**src/sv/ple_pkg.sv**
```systemverilog
`timescale 1ns / 1ps
// ----------------------------------------------------------------------------
// ple_pkg
// Shared codes and types of the positional list engine.
// ----------------------------------------------------------------------------
package ple_pkg;

  localparam int unsigned DefCapacity  = 64;
  localparam int unsigned DefDataWidth = 32;

  // request operation codes
  typedef enum logic [2:0] {
    OP_INSERT = 3'd0,
    OP_DELETE = 3'd1,
    OP_SET    = 3'd2,
    OP_GET    = 3'd3,
    OP_LOCATE = 3'd4
  } op_e;

  // result status codes
  typedef enum logic [1:0] {
    ST_OK     = 2'd0,
    ST_BADPOS = 2'd1,
    ST_FULL   = 2'd2,
    ST_MISS   = 2'd3
  } status_e;

  // action a probe performs as it walks the cell chain
  typedef enum logic [2:0] {
    ACT_NONE,
    ACT_INSERT,
    ACT_DELETE,
    ACT_SET,
    ACT_GET,
    ACT_LOCATE
  } act_e;

  // probe control carried from cell to cell
  typedef struct packed {
    logic valid;
    act_e act;
    logic hit;
  } probe_ctl_t;

endpackage

```
**src/sv/ple_cell.sv**
```systemverilog
`timescale 1ns / 1ps
// ----------------------------------------------------------------------------
// ple_cell
// One list slot: holds an entry and acts on the probe passing through it.
// ----------------------------------------------------------------------------
module ple_cell
  import ple_pkg::*;
#(
  parameter int unsigned IDX        = 0,
  parameter int unsigned IDX_W      = 6,
  parameter int unsigned CNT_W      = 7,
  parameter int unsigned DATA_WIDTH = DefDataWidth
) (
  input  logic                  clk_i,
  input  logic                  rst_ni,
  input  probe_ctl_t            ctl_i,
  input  logic [IDX_W-1:0]      pos_i,
  input  logic [CNT_W-1:0]      cnt_i,
  input  logic [DATA_WIDTH-1:0] val_i,
  input  logic [DATA_WIDTH-1:0] carry_i,
  input  logic [IDX_W-1:0]      fidx_i,
  output probe_ctl_t            ctl_o,
  output logic [IDX_W-1:0]      pos_o,
  output logic [CNT_W-1:0]      cnt_o,
  output logic [DATA_WIDTH-1:0] val_o,
  output logic [DATA_WIDTH-1:0] carry_o,
  output logic [IDX_W-1:0]      fidx_o,
  // shift-down handoff from the right neighbor, and to the left one
  input  logic                  bk_valid_i,
  input  logic [DATA_WIDTH-1:0] bk_data_i,
  output logic                  bk_valid_o,
  output logic [DATA_WIDTH-1:0] bk_data_o
);

  localparam logic [IDX_W-1:0] MyIdx = IDX_W'(IDX);
  localparam logic [CNT_W-1:0] MyCnt = CNT_W'(IDX);

  logic [DATA_WIDTH-1:0] entry_q, entry_d;
  logic [DATA_WIDTH-1:0] carry_d;
  logic [IDX_W-1:0]      fidx_d;
  logic                  hit_d;
  logic                  at_pos, above, below_cnt, upto_cnt;

  assign at_pos    = (pos_i == MyIdx);
  assign above     = (MyIdx > pos_i);
  assign below_cnt = (MyCnt < cnt_i);
  assign upto_cnt  = (MyCnt <= cnt_i);
  assign bk_data_o = entry_q;

  always_comb begin
    entry_d    = entry_q;
    carry_d    = carry_i;
    fidx_d     = fidx_i;
    hit_d      = ctl_i.hit;
    bk_valid_o = 1'b0;
    if (ctl_i.valid) begin
      unique case (ctl_i.act)
        ACT_NONE: begin
        end
        ACT_INSERT: begin
          if (at_pos) begin
            entry_d = val_i;
            carry_d = entry_q;
          end else if (above && upto_cnt) begin
            entry_d = carry_i;
            carry_d = entry_q;
          end
        end
        ACT_DELETE: begin
          if (at_pos) begin
            carry_d = entry_q;
          end else if (above && below_cnt) begin
            bk_valid_o = 1'b1;
          end
        end
        ACT_SET: begin
          if (at_pos) entry_d = val_i;
        end
        ACT_GET: begin
          if (at_pos) carry_d = entry_q;
        end
        ACT_LOCATE: begin
          if (!ctl_i.hit && below_cnt && (entry_q == val_i)) begin
            hit_d  = 1'b1;
            fidx_d = MyIdx;
          end
        end
        default: begin
        end
      endcase
    end
    // the right neighbor only hands down after this cell's probe has left
    if (bk_valid_i) entry_d = bk_data_i;
  end

  always_ff @(posedge clk_i or negedge rst_ni) begin
    if (!rst_ni) begin
      ctl_o <= '{valid: 1'b0, act: ACT_NONE, hit: 1'b0};
    end else begin
      ctl_o <= '{valid: ctl_i.valid, act: ctl_i.act, hit: hit_d};
    end
  end

  always_ff @(posedge clk_i) begin
    entry_q <= entry_d;
    pos_o   <= pos_i;
    cnt_o   <= cnt_i;
    val_o   <= val_i;
    carry_o <= carry_d;
    fidx_o  <= fidx_d;
  end

endmodule

```
**config.mk**
```make
export PLATFORM = sky130hd
export DESIGN_NAME = ple_cell
export DESIGN_NICKNAME = d
export VERILOG_FILES = /design/src/sv/ple_pkg.sv /design/src/sv/ple_cell.sv
export SDC_FILE = /design/constraint.sdc
export NUM_CORES = 1
export LEC_CHECK = 0
export BUFFER_PORTS_ARGS = -buffer_cell sky130_fd_sc_hd__buf_2
export CORE_ASPECT_RATIO = 1.25
export CORE_MARGIN = 2
export CORE_UTILIZATION = 44
export CTS_CLUSTER_DIAMETER = 30
export DETAILED_ROUTE_END_ITERATION = 10
export PLACE_DENSITY = 0.79
export RECOVER_POWER = 100
export SLEW_MARGIN = 10
export SYNTH_ARGS = -nofsm -noshare
export SYNTH_HDL_FRONTEND = slang
export SYNTH_SLANG_ARGS = --single-unit
export TNS_END_PERCENT = 5
```
**constraint.sdc**
```tcl
create_clock -name clk_i -period 1.55 [get_ports clk_i]
set_input_delay 0.155 -clock clk_i [delete_from_list [all_inputs] [get_ports clk_i]]
set_output_delay 0.155 -clock clk_i [all_outputs]
set_load 0.005 [all_outputs]
```
==> tab_implementation.tex <==
\begin{tabular}{lr}
\hline
Metric & Value \\
\hline
\multicolumn{2}{l}{\textbf{CTS}} \\
Clock edge transition at the registers on the reported setup and hold paths & around 0.050 ns \\
Max Root-Sink Buffers & 2 \\
Master cell of the clock root buffer & clkbuf\_16 \\
Number of clock buffers inserted by TritonCTS & 17 \\
CTS tree & done \\
H-Tree Level Count & 4 \\
Clock sink total & 120 \\
Insertion delay to the later sink of the worst-skew pair & 0.40 ns \\
\multicolumn{2}{l}{\textbf{Synthesis}} \\
Post-synthesis instance area & 4460 µm² \\
Synthesized net count & around 460 \\
Compound-cell area share of the yosys netlist & 5.36\% \\
Share of synthesized flip-flops with an asynchronous set or reset & 4.17\% \\
Post-synth EDFFs & 32 \\
Combinational family with the most area after synthesis & multiplexers \\
Post-Syn Area per Cell & 13.4 µm² \\
Cell count after synthesis & 334 \\
Register area share after synthesis & 61.6\% \\
Area share of xor/xnor cells in the synthesized design & between 6 and 7\% \\
Number of library cell types mapped by synthesis & 31 \\
Multiplexer share of the synthesized area & 17.8\% \\
Warnings from Yosys & 0 \\
Dominant register cell in the synthesized netlist & dfxtp\_1 \\
Adder and majority gate portion of the synthesized area & 0\% \\
Post-synthesis register bit count & 120 \\
Area fraction in and, or, nand and nor cells after synthesis & 6.26\% \\
\multicolumn{2}{l}{\textbf{Detailed routing}} \\
Detail Route Antenna Nets & 0 \\
Total number of vias & around 4000 \\
WL final & about 14 mm \\
Number of search-and-repair iterations in the first detailed-routing pass & 5 \\
Count of routing violations after the opening detailed-route iteration & 142 \\
Number of vias per cell & 4.83 \\
WL per Instance & roughly 17 µm \\
Highest metal layer used by the detailed router & met4 \\
Routed wire length on met2 & 7.64 mm \\
Routed metal-1 wire length & 5.23 mm \\
Residual DRC count & 0 \\
Wire length on met3 & 937 µm \\
\multicolumn{2}{l}{\textbf{Critical path}} \\
Register-to-register setup slack & between 0.007 and 0.008 ns \\
Startpoint type of the worst setup path & input pin \\
Worst setup path startpoint & val\_i[23] \\
Critical path data required time & 1.82 ns \\
Critical path capture point & fidx\_o[5] \\
Startpoint-to-endpoint class of the critical path & in2reg \\
Worst R2R End & fidx\_o[5] \\
Worst Reg-to-Reg Cells & 5 \\
Data arrival, critical path & about 1.8 ns \\
Reg-to-reg critical path startpoint & bk\_data\_o[16] \\
Setup crit end kind & flip-flop \\
Crit Path Max Fanout & 7 \\
\multicolumn{2}{l}{\textbf{Global routing}} \\
Wire length of the first global-routing pass & 21.1 mm \\
Pin count of the biggest net entering global routing & 33 \\
GRT overflow & 0 \\
Antenna violations before repair & 1 \\
Via count of the first global-routing pass & between 4000 and 5000 \\
Global-route total usage across every layer & 25.7\% \\
\multicolumn{2}{l}{\textbf{Timing}} \\
Final Hold Fails & 0 \\
Fmax & around 0.65 GHz \\
Share of the clock period used by the worst path after layout & approximately 100\% \\
Setup repair after global routing missed its margin & true \\
Hold Worst Slack & approximately 0.018 ns \\
Final max-slew violation count & 0 \\
Normalized max-slew margin & 64.9\% \\
Worst clock skew & 0.00476 ns \\
Final TNS setup & 0 ns \\
Period minus WS final & roughly 1.5 ns \\
Slew at the pin closest to its max-slew limit & roughly 0.52 ns \\
Number of setup violations in the final report & 0 \\
\multicolumn{2}{l}{\textbf{Final layout}} \\
Area of the multi-input gates & 1730 µm² \\
Area added between synthesis and finish & 68.2\% \\
Storage element area & 2750 µm² \\
Most common library cell in the layout ignoring fill and taps & buf\_2 \\
Net count reported at finish & 810 \\
Fillers & 628 \\
Commonest non-fill, non-tap cells in the layout & 203 x buf\_2, 83 x dfxtp\_1, 83 x dlygate4sd3\_1 \\
Final Instance Count excl. Fillers & 830 \\
Share of final-layout standard cells stronger than drive strength 1 & a little over two fifths \\
\multicolumn{2}{l}{\textbf{Outcome}} \\
Outcome & finished clean \\
\multicolumn{2}{l}{\textbf{Placed design}} \\
Number of cells after detailed placement & 710 \\
RePlAce Congestion & 0.828 \\
Number of buffers inserted by port buffering & 242 \\
Detailed-placement wirelength estimate & around 9.2 mm \\
\multicolumn{2}{l}{\textbf{Floorplanning}} \\
Horizontal die dimension & about 94 µm \\
Rows & 41 \\
Boundary pin count & 244 \\
Initial Utilization & 44.6\% \\
Chip Height & roughly 120 µm \\
Area of the core & roughly 10000 µm² \\
Overall die area & between 10000 and 15000 µm² \\
\multicolumn{2}{l}{\textbf{Run}} \\
Max-capacitance violation count & 0 \\
\multicolumn{2}{l}{\textbf{Pwr}} \\
VDD IR max & 857 µV \\
Lkg Pwr & $\sim$3.5 nW \\
Power Dens Cells & 1140 nW/µm² \\
\multicolumn{2}{l}{\textbf{Min path}} \\
Hold Path Class & in2reg \\
\hline
\end{tabular}
worst max-delay path, stage by stage:
cell	delay (ns)
dlygate4sd3_1	0.55
clkbuf_1	0.19
xnor2_1	0.15
nand4_1	0.16
nor4_4	0.33
buf_6	0.17
a31oi_1	0.10
state kept, by name, indices dropped and copies added (netlist names):
signal	count
val_o	32
bk_data_o	32
carry_o	32
fidx_o	6
ctl_o	5
pos_o	6
cnt_o	7
cell usage after synthesis, types with 2 or more instances:
cell type | instances | area (µm²)
dfrtp_1 | 5 | 125
edfxtp_1 | 32 | 961
clkbuf_1 | 7 | 26.3
buf_6 | 3 | 33.8
mux2i_1 | 32 | 320
xnor2_1 | 31 | 272
mux2_1 | 2 | 22.5
nand2_1 | 34 | 128
inv_1 | 7 | 26.3
o21ai_0 | 33 | 165
nor4_2 | 2 | 25.0
a31oi_1 | 6 | 37.5
dfxtp_1 | 83 | 1660
xor2_1 | 2 | 17.5
mux2_4 | 30 | 450
nand4_1 | 8 | 50.1
buf_2 | 3 | 15.0
how the worst min path moves through the flow:
stage,from,endpoint,depth (start not counted)
final,carry_i[17],carry_o[17],2
after global routing,carry_i[9],carry_o[9],2
after CTS,carry_i[21],carry_o[21],2
after detailed placement,rst_ni,ctl_o[4],1
after global placement,rst_ni,ctl_o[4],1
after floorplan,rst_ni,ctl_o[0],0
layout make-up:
| type | count | share of cell area (%) |
|---|---|---|
| antenna | 1 | 0.0333 |
| clock buffer | 27 | 7.72 |
| inverter | 7 | 0.350 |
| timing repair buffer | 348 | 29.7 |
| clock inverter | 5 | 0.333 |
| sequential | 120 | 36.6 |
| tap | 129 | 2.15 |
| multi-input combinational | 193 | 23.0 |
cell families after synthesis:
kind of cell	Yosys count
flops	120
simple gates	52
xor+xnor	33
other cells	1
compound gates	43
buf+inv	21
mux	64
timing repair:
action,CTS,global route
hold buffers,83,0
endpoints found under the hold margin,87,0
buffers inserted,2,2
setup endpoints to repair,7,7
gates resized for setup,7,6
pin swaps,8,3
through the flow:
step	area [µm²]	total power, W	setup WS [ns]	util [%]
2_1_floorplan	4470	0.00398	-0.339	-
3_3_place_gp	5980	0.00452	-0.142	59.8
3_5_place_dp	5980	0.00454	-0.159	59.8
4_1_cts	7490	0.00862	-0.0236	74.9
5_1_grt	7500	0.00888	-0.129	75.0
6_report	7500	0.00859	0.00734	75.0
layer usage:
| metal | GRT usage (%) | vias up |
|---|---|---|
| li1 | - | 1885 |
| met1 | 26.6 | 1916 |
| met2 | 48.0 | 179 |
| met3 | 6.77 | 28 |
| met4 | 12.1 | 0 |
| met5 | 0 | - |
where the power goes:
part / switching [W] / internal, W / leakage, nW
registers: 0.000118 / 0.00345 / 1.07
logic: 0.000490 / 0.000642 / 2.17
clock network: 0.00133 / 0.00256 / 0.303
(Power assumes the default switching activity.)
